==> src/hw/rtl/gkg_pkg.sv <==
// ----------------------------------------------------------------------------
// gkg_pkg
// Shared types and constants of the gaussian kernel generator.
// ----------------------------------------------------------------------------
package gkg_pkg;

  localparam int MAX_TAPS   = 64;
  localparam int HALF_DEPTH = 32;
  localparam int HALF_AW    = $clog2(HALF_DEPTH);
  localparam int WEIGHT_W   = 24;

  localparam int DIV_NUM_W  = 42;
  localparam int DIV_DEN_W  = 32;
  localparam int DIV_CNT_W  = $clog2(DIV_NUM_W + 1);

  localparam logic [30:0] ONE_Q30     = 31'h4000_0000;
  localparam logic [28:0] EXP_M1_Q30  = 29'd395007542;
  localparam logic [61:0] HALF_Q30    = 62'h2000_0000;
  localparam logic [41:0] EXP_CUTOFF  = 42'd18 << 16;
  localparam logic [31:0] ONE_Q24     = 32'h0100_0000;
  // ceil(2^21 / 20), exact floor division for numerators below 2^16
  localparam logic [30:0] SIG_RECIP   = 31'd104858;
  localparam logic [6:0]  MAX_TAPS_V  = 7'(MAX_TAPS);
  localparam logic [2:0]  TAYLOR_LAST = 3'd6;
  localparam logic [1:0]  SQUARE_LAST = 2'd2;

  typedef enum logic [4:0] {
    OP_NONE,
    OP_LOAD,
    OP_SIG_DIV,
    OP_SIG_TAKE,
    OP_S2_MUL,
    OP_S2_TAKE,
    OP_EXP_DIV,
    OP_EXP_TAKE,
    OP_TERM_MUL,
    OP_TERM_DIV,
    OP_TERM_TAKE,
    OP_SQ_MUL,
    OP_SQ_TAKE,
    OP_EM_MUL,
    OP_EM_TAKE,
    OP_WRITE,
    OP_TOTAL,
    OP_READ,
    OP_COEF_DIV,
    OP_COEF_TAKE,
    OP_NEXT
  } dp_op_t;

  typedef enum logic [4:0] {
    S_IDLE,
    S_SIG,
    S_SIG_WAIT,
    S_S2_MUL,
    S_S2_TAKE,
    S_EXP_CHECK,
    S_EXP_WAIT,
    S_TMUL,
    S_TDIV,
    S_TWAIT,
    S_SQMUL,
    S_SQTAKE,
    S_EMCHK,
    S_EMTAKE,
    S_WRITE,
    S_RD,
    S_CSTART,
    S_CWAIT,
    S_OUT
  } ctrl_state_t;

  typedef struct packed {
    dp_op_t op;
  } gkg_cmd_t;

  typedef struct packed {
    logic div_done;
    logic in_n_zero;
    logic sigma_zero;
    logic exp_more;
    logic exp_cut;
    logic k_last;
    logic sq_last;
    logic m_nonzero;
    logic tap_more;
    logic out_taken;
  } gkg_stat_t;

endpackage

==> src/hw/rtl/gaussian_kernel_generator_core.sv <==
// ----------------------------------------------------------------------------
// gaussian_kernel_generator_core
// Builds a normalized symmetric gaussian kernel for one request.
// ----------------------------------------------------------------------------
// A request enters on the s_axis channel: sigma in unsigned Q8.8 (zero picks
// sigma from the tap count) and a tap count, saturated to 64. The block answers
// on the m_axis channel with one item per tap, in tap order, tlast on the last.
// A zero tap count is accepted and gives no items.
// One request is processed at a time; s_axis_tready is high only while idle.
// Divisions by sigma^2 and by the weight total run through one
// radix-2 divider; constant divisions use reciprocal multiplies. Each outer
// weight runs a Taylor series, repeated squaring and one exp(-1) multiply per
// unit of the integer exponent m (<= 17), all skipped when it is cut off;
// each coefficient waits for m_axis_tready before the next is computed.
// The output register holds its item while m_axis_tready is low and the
// sequencer waits; nothing is lost. Reset returns the sequencer to idle and
// drops any item in flight. Weight memory needs no clearing after reset.
// ----------------------------------------------------------------------------
module gaussian_kernel_generator_core
  import gkg_pkg::*;
(
  input  logic        clk,
  input  logic        rst,
  input  logic        s_axis_tvalid,
  output logic        s_axis_tready,
  input  logic [23:0] s_axis_tdata,   // sigma_q8_8[15:0], tap_count[22:16], zero
  output logic        m_axis_tvalid,
  input  logic        m_axis_tready,
  output logic [23:0] m_axis_tdata,   // coefficient[15:0], tap_index[21:16], zero
  output logic        m_axis_tlast
);

  gkg_cmd_t  cmd;
  gkg_stat_t stat;

  gkg_ctrl u_ctrl (
    .clk      (clk),
    .rst      (rst),
    .in_valid (s_axis_tvalid),
    .in_ready (s_axis_tready),
    .stat     (stat),
    .cmd      (cmd)
  );

  gkg_datapath u_dp (
    .clk           (clk),
    .rst           (rst),
    .cmd           (cmd),
    .stat          (stat),
    .s_axis_tdata  (s_axis_tdata),
    .m_axis_tready (m_axis_tready),
    .m_axis_tvalid (m_axis_tvalid),
    .m_axis_tdata  (m_axis_tdata),
    .m_axis_tlast  (m_axis_tlast)
  );

endmodule

==> src/hw/rtl/gkg_ram.sv <==
// ----------------------------------------------------------------------------
// gkg_ram
// Generic single write port RAM with registered read.
// ----------------------------------------------------------------------------
module gkg_ram #(
  parameter int WIDTH = 8,
  parameter int DEPTH = 32
) (
  input  logic                     clk,
  input  logic                     we,
  input  logic [$clog2(DEPTH)-1:0] waddr,
  input  logic [WIDTH-1:0]         wdata,
  input  logic                     re,
  input  logic [$clog2(DEPTH)-1:0] raddr,
  output logic [WIDTH-1:0]         rdata
);

  logic [WIDTH-1:0] mem [DEPTH];

  always_ff @(posedge clk) begin
    if (we) begin
      mem[waddr] <= wdata;
    end
    if (re) begin
      rdata <= mem[raddr];
    end
  end

endmodule

==> src/hw/rtl/gkg_div.sv <==
// ----------------------------------------------------------------------------
// gkg_div
// Restoring radix-2 divider, one quotient bit per cycle.
// ----------------------------------------------------------------------------
module gkg_div
  import gkg_pkg::*;
(
  input  logic                 clk,
  input  logic                 rst,
  input  logic                 start,
  input  logic [DIV_NUM_W-1:0] num,
  input  logic [DIV_DEN_W-1:0] den,
  output logic [DIV_NUM_W-1:0] quo,
  output logic                 done
);

  logic [DIV_CNT_W-1:0] cnt;
  logic                 busy;
  logic [DIV_DEN_W-1:0] rem;
  logic [DIV_DEN_W-1:0] dvs;
  logic [DIV_DEN_W:0]   trial;
  logic [DIV_DEN_W:0]   diff;

  assign trial = {rem, quo[DIV_NUM_W-1]};
  assign diff  = trial - {1'b0, dvs};

  always_ff @(posedge clk) begin
    if (rst) begin
      busy <= 1'b0;
      done <= 1'b0;
      cnt  <= '0;
    end else begin
      done <= 1'b0;
      if (start) begin
        busy <= 1'b1;
        cnt  <= DIV_CNT_W'(DIV_NUM_W);
      end else if (busy) begin
        cnt <= cnt - 1'b1;
        if (cnt == DIV_CNT_W'(1)) begin
          busy <= 1'b0;
          done <= 1'b1;
        end
      end
    end
  end

  // quotient bits shift in where numerator bits shift out
  always_ff @(posedge clk) begin
    if (start) begin
      quo <= num;
      rem <= '0;
      dvs <= den;
    end else if (busy) begin
      if (!diff[DIV_DEN_W]) begin
        rem <= diff[DIV_DEN_W-1:0];
        quo <= {quo[DIV_NUM_W-2:0], 1'b1};
      end else begin
        rem <= trial[DIV_DEN_W-1:0];
        quo <= {quo[DIV_NUM_W-2:0], 1'b0};
      end
    end
  end

endmodule

==> src/hw/rtl/gkg_datapath.sv <==
// ----------------------------------------------------------------------------
// gkg_datapath
// Registers, multiplier, shared divider and weight memory of the generator.
// ----------------------------------------------------------------------------
module gkg_datapath
  import gkg_pkg::*;
(
  input  logic      clk,
  input  logic      rst,
  input  gkg_cmd_t  cmd,
  output gkg_stat_t stat,
  input  logic [23:0] s_axis_tdata,
  input  logic        m_axis_tready,
  output logic        m_axis_tvalid,
  output logic [23:0] m_axis_tdata,
  output logic        m_axis_tlast
);

  logic [15:0] sigma;
  logic [31:0] s2;
  logic [6:0]  n;
  logic [6:0]  i;
  logic [31:0] total;
  logic        cut;
  logic [4:0]  m;
  logic [26:0] z;
  logic [30:0] acc;
  logic [30:0] term;
  logic [2:0]  k;
  logic [1:0]  sq_cnt;
  logic [61:0] prod;
  logic [30:0] mul_a;
  logic [30:0] mul_b;
  logic [61:0] rnd_sum;
  logic [30:0] rnd;
  logic [30:0] k_recip;

  logic                 div_start;
  logic [DIV_NUM_W-1:0] div_num;
  logic [DIV_DEN_W-1:0] div_den;
  logic [DIV_NUM_W-1:0] div_q;
  logic                 div_done;

  logic [6:0]  in_n;
  logic [4:0]  half;
  logic [6:0]  ax_full;
  logic [11:0] ax2;
  logic [6:0]  mirror;
  logic [6:0]  upper;
  logic        center;
  logic [7:0]  sig_base;
  logic [31:0] q_sum;
  logic [WEIGHT_W-1:0] w_new;
  logic [WEIGHT_W-1:0] ram_rdata;
  logic [24:0] w_sel;
  logic [HALF_AW-1:0]  raddr;

  assign in_n     = (s_axis_tdata[22:16] > MAX_TAPS_V) ? MAX_TAPS_V : s_axis_tdata[22:16];
  assign half     = 5'((n - 7'd1) >> 1);
  assign ax_full  = n - 7'd1 - {i[5:0], 1'b0};
  assign ax2      = {6'd0, ax_full[5:0]} * {6'd0, ax_full[5:0]};
  assign mirror   = n - 7'd1 - i;
  assign upper    = n - {2'd0, half};
  assign center   = (i >= {2'd0, half}) && (i < upper);
  assign sig_base = {1'b0, n} * 8'd3 + 8'd7;
  assign rnd_sum  = prod + HALF_Q30;
  assign rnd      = rnd_sum[60:30];
  assign q_sum    = {1'b0, acc} + 32'd32;
  assign w_new    = cut ? '0 : ((q_sum[31:30] != 2'd0) ? '1 : q_sum[29:6]);
  assign w_sel    = center ? ONE_Q24[24:0] : {1'b0, ram_rdata};
  assign raddr    = (i < {2'd0, half}) ? i[HALF_AW-1:0] : mirror[HALF_AW-1:0];

  // ceil(2^30 / k), exact floor division of taylor terms below 2^27
  always_comb begin
    unique case (k)
      3'd1:    k_recip = 31'h4000_0000;
      3'd2:    k_recip = 31'h2000_0000;
      3'd3:    k_recip = 31'd357913942;
      3'd4:    k_recip = 31'h1000_0000;
      3'd5:    k_recip = 31'd214748365;
      3'd6:    k_recip = 31'd178956971;
      default: k_recip = '0;
    endcase
  end

  always_comb begin
    mul_a = '0;
    mul_b = '0;
    unique case (cmd.op)
      OP_SIG_DIV:  begin mul_a = {15'd0, sig_base, 8'd10}; mul_b = SIG_RECIP; end
      OP_S2_MUL:   begin mul_a = {15'd0, sigma}; mul_b = {15'd0, sigma}; end
      OP_TERM_MUL: begin mul_a = term;           mul_b = {4'd0, z};      end
      OP_TERM_DIV: begin mul_a = prod[60:30];    mul_b = k_recip;        end
      OP_SQ_MUL:   begin mul_a = acc;            mul_b = acc;            end
      OP_EM_MUL:   begin mul_a = acc;            mul_b = {2'd0, EXP_M1_Q30}; end
      default:     begin mul_a = '0;             mul_b = '0;             end
    endcase
  end

  always_comb begin
    div_start = 1'b1;
    div_num   = '0;
    div_den   = '0;
    unique case (cmd.op)
      OP_EXP_DIV: begin
        div_num = {1'b0, ax2, 29'd0} + {11'd0, s2[31:1]};
        div_den = s2;
      end
      OP_COEF_DIV: begin
        div_num = {1'b0, w_sel, 16'd0} + {11'd0, total[31:1]};
        div_den = total;
      end
      default: div_start = 1'b0;
    endcase
  end

  gkg_div u_div (
    .clk   (clk),
    .rst   (rst),
    .start (div_start),
    .num   (div_num),
    .den   (div_den),
    .quo   (div_q),
    .done  (div_done)
  );

  gkg_ram #(
    .WIDTH (WEIGHT_W),
    .DEPTH (HALF_DEPTH)
  ) u_ram (
    .clk   (clk),
    .we    (cmd.op == OP_WRITE),
    .waddr (i[HALF_AW-1:0]),
    .wdata (w_new),
    .re    (cmd.op == OP_READ),
    .raddr (raddr),
    .rdata (ram_rdata)
  );

  always_ff @(posedge clk) begin
    prod <= {31'd0, mul_a} * {31'd0, mul_b};
  end

  always_ff @(posedge clk) begin
    unique case (cmd.op)
      OP_LOAD: begin
        sigma <= s_axis_tdata[15:0];
        n     <= in_n;
        i     <= '0;
        total <= '0;
      end
      OP_SIG_TAKE: sigma <= prod[36:21];
      OP_S2_TAKE:  s2    <= prod[31:0];
      OP_EXP_TAKE: begin
        cut    <= (div_q >= EXP_CUTOFF);
        m      <= div_q[20:16];
        z      <= {div_q[15:0], 11'd0};
        acc    <= ONE_Q30;
        term   <= ONE_Q30;
        k      <= 3'd1;
        sq_cnt <= '0;
      end
      OP_TERM_TAKE: begin
        term <= prod[60:30];
        acc  <= k[0] ? (acc - prod[60:30]) : (acc + prod[60:30]);
        k    <= k + 3'd1;
      end
      OP_SQ_TAKE: begin
        acc    <= rnd;
        sq_cnt <= sq_cnt + 2'd1;
      end
      OP_EM_TAKE: begin
        acc <= rnd;
        m   <= m - 5'd1;
      end
      OP_WRITE: begin
        total <= total + {8'd0, w_new};
        i     <= i + 7'd1;
      end
      OP_TOTAL: begin
        total <= {total[30:0], 1'b0} + (n[0] ? ONE_Q24 : {ONE_Q24[30:0], 1'b0});
        i     <= '0;
      end
      OP_NEXT: i <= i + 7'd1;
      default: ;
    endcase
  end

  always_ff @(posedge clk) begin
    if (rst) begin
      m_axis_tvalid <= 1'b0;
    end else if (cmd.op == OP_COEF_TAKE) begin
      m_axis_tvalid <= 1'b1;
    end else if (m_axis_tready) begin
      m_axis_tvalid <= 1'b0;
    end
  end

  always_ff @(posedge clk) begin
    if (cmd.op == OP_COEF_TAKE) begin
      m_axis_tdata[15:0]  <= (div_q > 42'd65535) ? 16'hFFFF : div_q[15:0];
      m_axis_tdata[21:16] <= i[5:0];
      m_axis_tdata[23:22] <= 2'd0;
      m_axis_tlast        <= (i == n - 7'd1);
    end
  end

  always_comb begin
    stat.div_done   = div_done;
    stat.in_n_zero  = (s_axis_tdata[22:16] == 7'd0);
    stat.sigma_zero = (sigma == 16'd0);
    stat.exp_more   = (i < {2'd0, half});
    stat.exp_cut    = (div_q >= EXP_CUTOFF);
    stat.k_last     = (k == TAYLOR_LAST);
    stat.sq_last    = (sq_cnt == SQUARE_LAST);
    stat.m_nonzero  = (m != 5'd0);
    stat.tap_more   = (i < n);
    stat.out_taken  = m_axis_tvalid && m_axis_tready;
  end

endmodule

==> src/hw/rtl/gkg_ctrl.sv <==
// ----------------------------------------------------------------------------
// gkg_ctrl
// Sequencer that steps the datapath through weight and coefficient phases.
// ----------------------------------------------------------------------------
module gkg_ctrl
  import gkg_pkg::*;
(
  input  logic      clk,
  input  logic      rst,
  input  logic      in_valid,
  output logic      in_ready,
  input  gkg_stat_t stat,
  output gkg_cmd_t  cmd
);

  ctrl_state_t state;
  ctrl_state_t state_next;

  always_ff @(posedge clk) begin
    if (rst) begin
      state <= S_IDLE;
    end else begin
      state <= state_next;
    end
  end

  always_comb begin
    state_next = state;
    cmd.op     = OP_NONE;
    in_ready   = 1'b0;
    unique case (state)
      S_IDLE: begin
        in_ready = 1'b1;
        // a zero tap count is taken and dropped
        if (in_valid && !stat.in_n_zero) begin
          cmd.op     = OP_LOAD;
          state_next = S_SIG;
        end
      end
      S_SIG: begin
        if (stat.sigma_zero) begin
          cmd.op     = OP_SIG_DIV;
          state_next = S_SIG_WAIT;
        end else begin
          state_next = S_S2_MUL;
        end
      end
      S_SIG_WAIT: begin
        cmd.op     = OP_SIG_TAKE;
        state_next = S_S2_MUL;
      end
      S_S2_MUL: begin
        cmd.op     = OP_S2_MUL;
        state_next = S_S2_TAKE;
      end
      S_S2_TAKE: begin
        cmd.op     = OP_S2_TAKE;
        state_next = S_EXP_CHECK;
      end
      S_EXP_CHECK: begin
        if (stat.exp_more) begin
          cmd.op     = OP_EXP_DIV;
          state_next = S_EXP_WAIT;
        end else begin
          cmd.op     = OP_TOTAL;
          state_next = S_RD;
        end
      end
      S_EXP_WAIT: begin
        if (stat.div_done) begin
          cmd.op     = OP_EXP_TAKE;
          state_next = stat.exp_cut ? S_WRITE : S_TMUL;
        end
      end
      S_TMUL: begin
        cmd.op     = OP_TERM_MUL;
        state_next = S_TDIV;
      end
      S_TDIV: begin
        cmd.op     = OP_TERM_DIV;
        state_next = S_TWAIT;
      end
      S_TWAIT: begin
        cmd.op     = OP_TERM_TAKE;
        state_next = stat.k_last ? S_SQMUL : S_TMUL;
      end
      S_SQMUL: begin
        cmd.op     = OP_SQ_MUL;
        state_next = S_SQTAKE;
      end
      S_SQTAKE: begin
        cmd.op     = OP_SQ_TAKE;
        state_next = stat.sq_last ? S_EMCHK : S_SQMUL;
      end
      S_EMCHK: begin
        if (stat.m_nonzero) begin
          cmd.op     = OP_EM_MUL;
          state_next = S_EMTAKE;
        end else begin
          cmd.op     = OP_WRITE;
          state_next = S_EXP_CHECK;
        end
      end
      S_EMTAKE: begin
        cmd.op     = OP_EM_TAKE;
        state_next = S_EMCHK;
      end
      S_WRITE: begin
        cmd.op     = OP_WRITE;
        state_next = S_EXP_CHECK;
      end
      S_RD: begin
        if (stat.tap_more) begin
          cmd.op     = OP_READ;
          state_next = S_CSTART;
        end else begin
          state_next = S_IDLE;
        end
      end
      S_CSTART: begin
        cmd.op     = OP_COEF_DIV;
        state_next = S_CWAIT;
      end
      S_CWAIT: begin
        if (stat.div_done) begin
          cmd.op     = OP_COEF_TAKE;
          state_next = S_OUT;
        end
      end
      S_OUT: begin
        if (stat.out_taken) begin
          cmd.op     = OP_NEXT;
          state_next = S_RD;
        end
      end
      default: state_next = S_IDLE;
    endcase
  end

endmodule

==> config.mk <==
export PLATFORM = sky130hd
export DESIGN_NAME = gaussian_kernel_generator_core
export DESIGN_NICKNAME = d
export VERILOG_FILES = /design/src/hw/rtl/gkg_pkg.sv /design/src/hw/rtl/gaussian_kernel_generator_core.sv /design/src/hw/rtl/gkg_ram.sv /design/src/hw/rtl/gkg_div.sv /design/src/hw/rtl/gkg_datapath.sv /design/src/hw/rtl/gkg_ctrl.sv
export SDC_FILE = /design/constraint.sdc
export NUM_CORES = 2
export LEC_CHECK = 0
export BUFFER_PORTS_ARGS = -buffer_cell sky130_fd_sc_hd__buf_2
export CELL_PAD_IN_SITES_DETAIL_PLACEMENT = 0
export CELL_PAD_IN_SITES_GLOBAL_PLACEMENT = 1
export CORE_MARGIN = 5
export CORE_UTILIZATION = 40
export DETAILED_ROUTE_END_ITERATION = 6
export GPL_TIMING_DRIVEN = 0
export PLACE_DENSITY_LB_ADDON = 0.12
export SETUP_SLACK_MARGIN = 0.2
export SYNTH_ARGS = -nofsm -noshare
export SYNTH_HDL_FRONTEND = slang
export SYNTH_SLANG_ARGS = --single-unit
==> constraint.sdc <==
create_clock -name clk -period 12.3 [get_ports clk]
set_input_delay 0.615 -clock clk [delete_from_list [all_inputs] [get_ports clk]]
set_output_delay 0.615 -clock clk [all_outputs]
set_load 0.02 [all_outputs]
After elaboration in Yosys (flattened, before gate mapping):

Memory sizes are Yosys's and may differ from the RTL's. A register that Yosys moved wholly into a read port is not among the register bits.
Cells that the tools add are included.

* bits in registers: 387
* memory bits (writable): 768
* bits of input ports: 28
* memories kept: 1

Memory list
* u_dp.u_ram.mem: words 32, width 24, read ports 1, clocked after memory_dff 1, wr ports 1, line gkg_ram.sv:18 `logic [WIDTH-1:0] mem [DEPTH];`

* add/subtract/negate cells: 19
* multipliers: 3
* order comparisons: 7
* equal/unequal tests: 51
* multiplexer cells: 56
* bitwise logic cells: 1
* reduce and logical (&&, ||, !) cells: 27

Operators with widths (count)
* case mux 31 bit (6 select lines): 2
* case mux 31 bit (5 select lines): 1
* case mux 32 bit (3 select lines): 1
* case mux 5 bit (19 select lines): 1
* case mux 31 bit (3 select lines): 1
* case mux 5 bit (18 select lines): 1
* adder 41 x 31 -> 42 bit: 2
* 2-to-1 mux 42 bit: 2
* case mux 42 bit (2 select lines): 1
* equality test 5 x 4 -> 1 bit, second input constant: 16
* case mux 32 bit (2 select lines): 1
* case mux 31 bit (2 select lines): 1
* adder 61 x 30 -> 61 bit, second input constant: 1
* multiplier 31 x 31 -> 61 bit: 1
* 2-to-1 mux 5 bit: 10
* 2-to-1 mux 24 bit: 2
* >= comparator 42 x 21 -> 1 bit, second input constant: 1
* greater-than comparator 42 x 16 -> 1 bit, second input constant: 1
* equality test 5 x 3 -> 1 bit, second input constant: 8
* equality test 5 bit, second input constant: 8
* subtractor 33 x 32 -> 33 bit: 1
* adder 31 x 6 -> 32 bit, second input constant: 1
* adder 32 x 24 -> 32 bit: 1
* adder 32 bit: 1
* other kinds (54): 98

Longest topological paths before layout:

* depth in word-level cells: 9
* gate-level depth with buffers: 49
* gate-level depth less buffers: 45

By module:

Synthesis repeated with hierarchy kept, for this count alone.

* cell total of the unflattened synthesis: 7883
* area, all modules: 87157.3 um^2

Modules (own cells, without submodules)
* gkg_datapath: instances 1, cells each 5489, area each 49299.8 um^2, sequential area each 7427.1 um^2
* gkg_ram: instances 1, cells each 1711, area each 30720.7 um^2, sequential area each 23782.8 um^2
* gkg_div: instances 1, cells each 576, area each 6377.4 um^2, sequential area each 3022.9 um^2
* gkg_ctrl: instances 1, cells each 107, area each 759.5 um^2, sequential area each 100.1 um^2

Worst setup path before layout:

No wires, ideal clock.

* kind: flip-flop to flip-flop
* from: register u_dp.i[1]
* to: register u_dp.prod[60]
* library setup time: 0.123 ns
* data arrival time: 11.236 ns
* required time: 12.177 ns
* slack: 0.941 ns
* cell stages (with the launch flop): 39
* path buffers: 4
* clock period less this slack: 11.359 ns
* cells stage by stage: edfxtp_1 -> ha_1 -> nor2b_1 -> o21a_1 -> o21a_1 -> o21ai_0 -> nand2b_1 -> a31oi_1 -> o211ai_1 -> or2_1 -> clkbuf_2 -> nand2_1 -> a221o_1 -> clkbuf_1 -> clkbuf_1 -> nand2_1 -> fa_1 -> fa_1 -> (+3 left out) -> fa_1 -> inv_1 -> fa_1 -> fa_1 -> fa_1 -> fa_1 -> ha_1 -> clkbuf_1 -> nand2_1 -> or2_2 -> a311o_1 -> a2bb2oi_1 -> a41oi_1 -> a21oi_1 -> o22ai_1 -> o41ai_1 -> o221ai_1 -> xnor2_1

* word-level cells in the longest chain between the ends: 7
* elaborated cells between the ends (all ways): 15
* those cells by class: mul: 1; order compare: 2; eq/ne: 6; mux: 5; reduce/logical: 1

Ends and longest elaborated chain
* start: declaration: line gkg_datapath.sv:22 `logic [6:0] i;`
* start signal: assignment: line gkg_datapath.sv:178 `i <= i + 7'd1;`
* start signal: assignment: line gkg_datapath.sv:184 `OP_NEXT: i <= i + 7'd1;`
* less-than comparator 7 bit / less-than comparator 7 x 5 -> 1 bit (equally long branches): line gkg_datapath.sv:217, gkg_datapath.sv:212
* 2-to-1 mux 5 bit, on equally long branches: line gkg_ctrl.sv:113, gkg_ctrl.sv:61
* case mux 5 bit (19 select lines) (*): line gkg_ctrl.sv:31 `unique case (state)`
* equality test 5 x 4 -> 1 bit: line gkg_datapath.sv:89 `unique case (cmd.op)`
* OR reduction 2 bit (no line)
* case mux 31 bit (5 select lines): line gkg_datapath.sv:89
* multiplier 31 x 31 -> 61 bit (*): line gkg_datapath.sv:141 `prod <= {31'd0, mul_a} * {31'd0, mul_b};`
* end signal: assignment: line gkg_datapath.sv:141
* end: declaration: line gkg_datapath.sv:31 `logic [61:0] prod;`

Every way passes the cells marked *; elsewhere a longest branch is shown, timed or not.
A chain may end at the register's enable or synchronous reset.

Final worst setup path:

* from: register u_dp.n[0]
* to: register u_dp.prod[60]

* word-level cells in the longest chain between the ends: 8
* elaborated cells between the ends (all ways): 18
* those cells by class: add/sub: 2; mul: 2; order compare: 2; eq/ne: 6; mux: 5; reduce/logical: 1

Ends and longest elaborated chain
* start: declaration: line gkg_datapath.sv:21 `logic [6:0] n;`
* start signal: assignment: line gkg_datapath.sv:148 `n <= in_n;`
* subtractor 7 x 1 -> 7 bit: line gkg_datapath.sv:59 `assign half = 5'((n - 7'd1) >> 1);`
* less-than comparator 7 x 5 -> 1 bit: line gkg_datapath.sv:212 `stat.exp_more = (i < {2'd0, half});`
* 2-to-1 mux 5 bit: line gkg_ctrl.sv:61 `if (stat.exp_more) begin`
* case mux 5 bit (19 select lines): line gkg_ctrl.sv:31
* equality test 5 x 4 -> 1 bit: line gkg_datapath.sv:89
* OR reduction 2 bit (no line)
* case mux 31 bit (5 select lines): line gkg_datapath.sv:89
* multiplier 31 x 31 -> 61 bit (*): line gkg_datapath.sv:141

Marks and branches as above.

==> results.toml <==
[outcome]
run_status = "finished, violations left"
violations = "DRC, capacitance limit, slew limit"

[floorplanning]
die_h_um = 473.2
num_rows = 170
die_width_um = 473.2
design.die.area_um2 = 223900
start_util = 0.4010
core_area_um2 = 214000
ios = 55

[clock_network]
maximum_level_of_the_cts_h_tree = 3
hold_fix_buffers_cts = 0
cts_buffers = 118
cts_buffer_depth = 3
cts.reportedPaths.clkPinSlew_ps = 70
tritoncts = "done"
cts_root_buffer = "clkbuf_16"
cts_sinks = 1179
worstSkewPairLatency_ps = 800

[setup_path]
critical_path.max_stage_delay_ps = 550
path_max_fanout = 10
timing.critical_path.slowest_stage_cell = "fa_1"
timing_worst_setup_path_type = "register to register"
r2r-start = "u_dp.n[0]"
setup.worst_path.end = "u_dp.prod[60]"
cp-startpoint = "u_dp.n[0]"
crit_arrival_ps = 12490
critical_path.most_common_cell = "fa_1"
worst-endpoint-required_ps = 12980
worstReg2RegEnd = "u_dp.prod[60]"
r2r_slack_ps = 480
worstRegToRegCells = 40
crit_path_start_kind = "register"
setup.worst_path.end_class = "register"

[layout]
finalNetCount = 9778
layout.cells.most_common = "nand2_1"
final.fill_count = 20530
final_util = 0.4517
layout.cells.most_common_list = "nand2_1, edfxtp_1, inv_1, fa_1, nor2_1"
syn2layout_area_growth_pct = 12.64
post_route_cells_drive_above_1_share = 0.07715
sequential_cell_area_um2 = 34330
finalNonFillerCells = 11410
multiInputGateArea_um2 = 47120

[sta]
setup_total_negative_slack_ps = 0
worst-slew-pin-transition_ps = 1513
worst_slew_margin_rel = -0.008792
setup_viol_count_final = 0
fin_crit_sh = 0.9609
report.final.slew_viol_count = 8
post_route_skew_ps = 74.86
final_critical_delay_including_setup_and_external_delays_ps = 11820
timing_hold_violations_final = 0
fmaxAchievable_mhz = 84.61
unrepaired_setup_endpoints_after_global_routing = "yes"

[power_and_ir_drop]
netSwitchingFraction = 0.3787
flop_pwr_share = 0.362
irDropWorstVdd_uv = 156.0
power.net_switching_uw = 4777
pwr-share-comb = 0.346
power_report.internal_total_uw = 7837
power_leakage_uw = 0.03881
powerDensity_nw_per_um2 = 130.5
power.clock.fraction = 0.292

[logic_synthesis]
synthDominantCellAreaShare = 0.3752
netlist_instances = 8171
synth-edff-count = 1072
post_synth_main_area_contributors = "edfxtp_1, fa_1, ha_1, nand2_1, inv_1"
postSynth.topFlopCell = "edfxtp_1"
flop_and_latch_count_out_of_synthesis = 1179
synthArstFlopShare = 0
yosysTopAreaCell = "edfxtp_1"
synth_area_um2 = 85810
yosysWarningCount = 0
synth-seq-area-share = 0.4001
count_of_unique_library_cells_instantiated_by_yosys = 85
average_cell_area_after_synthesis_um2 = 10.50

[routing]
firstDrtPassIters = 7
via_count = 63720
route.final.wire_length_um = 318600
drtAntennaViolNets = 0
via_per_inst = 5.582
wl_per_cell_um = 27.92
dr.first_iter.drc_count = 6188
detail_route.drc_violations = 1

[placed_design]
place_hpwl_um = 251900
dp.cells = 11130
io_buffer_count = 51
routabilityCongestion = 0.9342

[min_path]
hold_start = "rst"
hold_path_depth = 2
min-delay-path-class = "input pin to register"

[global_routing]
antenna_found_initial = 28
first_pass_grt_wire_length_um = 456200
grtUsageTotal = 0.2821
grt_overflow_total = 0
grt_start_max_net_pins = 35
first_global_vias = 63250

[flow_run]
cap_viol_max_count = 1
-- cell usage after synthesis (all sizes together), types with 6 or more instances --
cell type,count
clkbuf,359
o2111ai,28
ha,431
buf,87
o22ai,38
o211ai,10
o21bai,31
nor3,55
a31oi,69
a221oi,82
a21oi,274
a22o,47
nor4,21
a221o,41
mux2,17
dfxtp,107
a211o,8
o21a,34
and4,6
a211oi,19
a22oi,37
a311oi,52
xor2,121
a21o,95
mux2i,107
and3,133
fa,852
o31a,6
or2,14
o21ai,191
nand2b,48
or3,17
nand2,1370
and2,74
o221ai,8
inv,971
nor2,634
edfxtp,1072
xnor2,193
a41oi,6
nand3,250
nand4,30
nor2b,49
o31ai,9
-- final cells by class --
class                   instances  area share
inverters                     971     0.03775
well taps                    2838     0.03674
diodes                          8   0.0002071
flip-flops and latches       1179      0.3552
repair buffers                175     0.02069
clock inverters                68    0.007068
clock buffers                 153     0.03339
multi-input cells            5577      0.4875
plain buffers                 445     0.02145
-- worst max-delay path: cells and delay by family, from the launching register on --
kind            cells  cell delay (ps)
fa+ha+maj          11             4890
compound gates     11             3010
buf+inv             9             1650
simple gates        7             1270
xor+xnor            2              460
flops               1              450
-- flip-flops by register name (all words and copies together), names as in the netlist, 2 cells and up --
signal	count
u_dp.term	31
u_dp.z	16
u_dp.s2	32
u_dp.sigma	16
u_dp.u_ram.rdata	24
u_ctrl.state	5
u_dp.k	3
u_dp.u_div.cnt	6
u_dp.sq_cnt	2
u_dp.u_div.dvs	32
u_dp.acc	31
u_dp.n	7
u_dp.u_ram.mem	768
u_dp.i	7
u_dp.m	5
u_dp.total	32
u_dp.prod	61
u_dp.m_axis_tdata	22
u_dp.u_div.quo	42
u_dp.u_div.rem	32
-- through the flow --
step	power, uW	setup slack (ps)	hold WS [ps]	instance area, um^2
6_report	12610	481.2	157.6	96650
5_1_grt	13180	171.6	125.2	96640
4_1_cts	12630	184.8	109.3	96290
3_5_place_dp	8917	-3466	392.1	91380
3_3_place_gp	8862	-4022	390.4	89620
2_1_floorplan	7211	941.1	385.5	85810
-- routing by layer --
metal | global-route usage | part of all wire | vias up
met3 | 0.04717 | 0.073 | 453
li1 | - | - | 28130
met1 | 0.4043 | 0.44 | 32850
met4 | 0.08486 | 0.036 | 18
met5 | 0 | 0.00042 | -
met2 | 0.4412 | 0.45 | 2270
-- logic make-up after synthesis --
kind of cell | share of synthesized area
muxes | 0.01471
adders and majority gates | 0.2616
and+or+nand+nor | 0.1361
xor gates and xnor gates | 0.03205
buffers and inverters | 0.06334
other | 0.00004370
AOI/OAI and AO/OA | 0.09200
DFF | 0.4001
-- power groups by stage --
stage	registers (uW)	clock network [uW]	logic (uW)
floorplan	4590	0	2620
global placement	4650	0	4210
detailed placement	4650	0	4270
CTS	4560	3740	4330
global route	4570	3910	4700
finish	4560	3690	4360
-- how the worst min path moves through the flow --
| stage | end | slack, ps |
|---|---|---|
| CTS | u_ctrl.state[3] | 110 |
| detailed placement | u_dp.s2[2] | 390 |
| global route | u_ctrl.state[3] | 130 |
| floorplan | u_dp.s2[0] | 390 |
| global placement | u_dp.s2[0] | 390 |
| finish | u_ctrl.state[3] | 160 |
-- what timing repair did --
action,in CTS,in global routing
gates cloned,1,0
pin swaps,15,14
resized for setup,163,118
setup buffers,39,18
endpoints found under the setup margin,48,14
No activity file was read; power rests on OpenSTA's default activity.
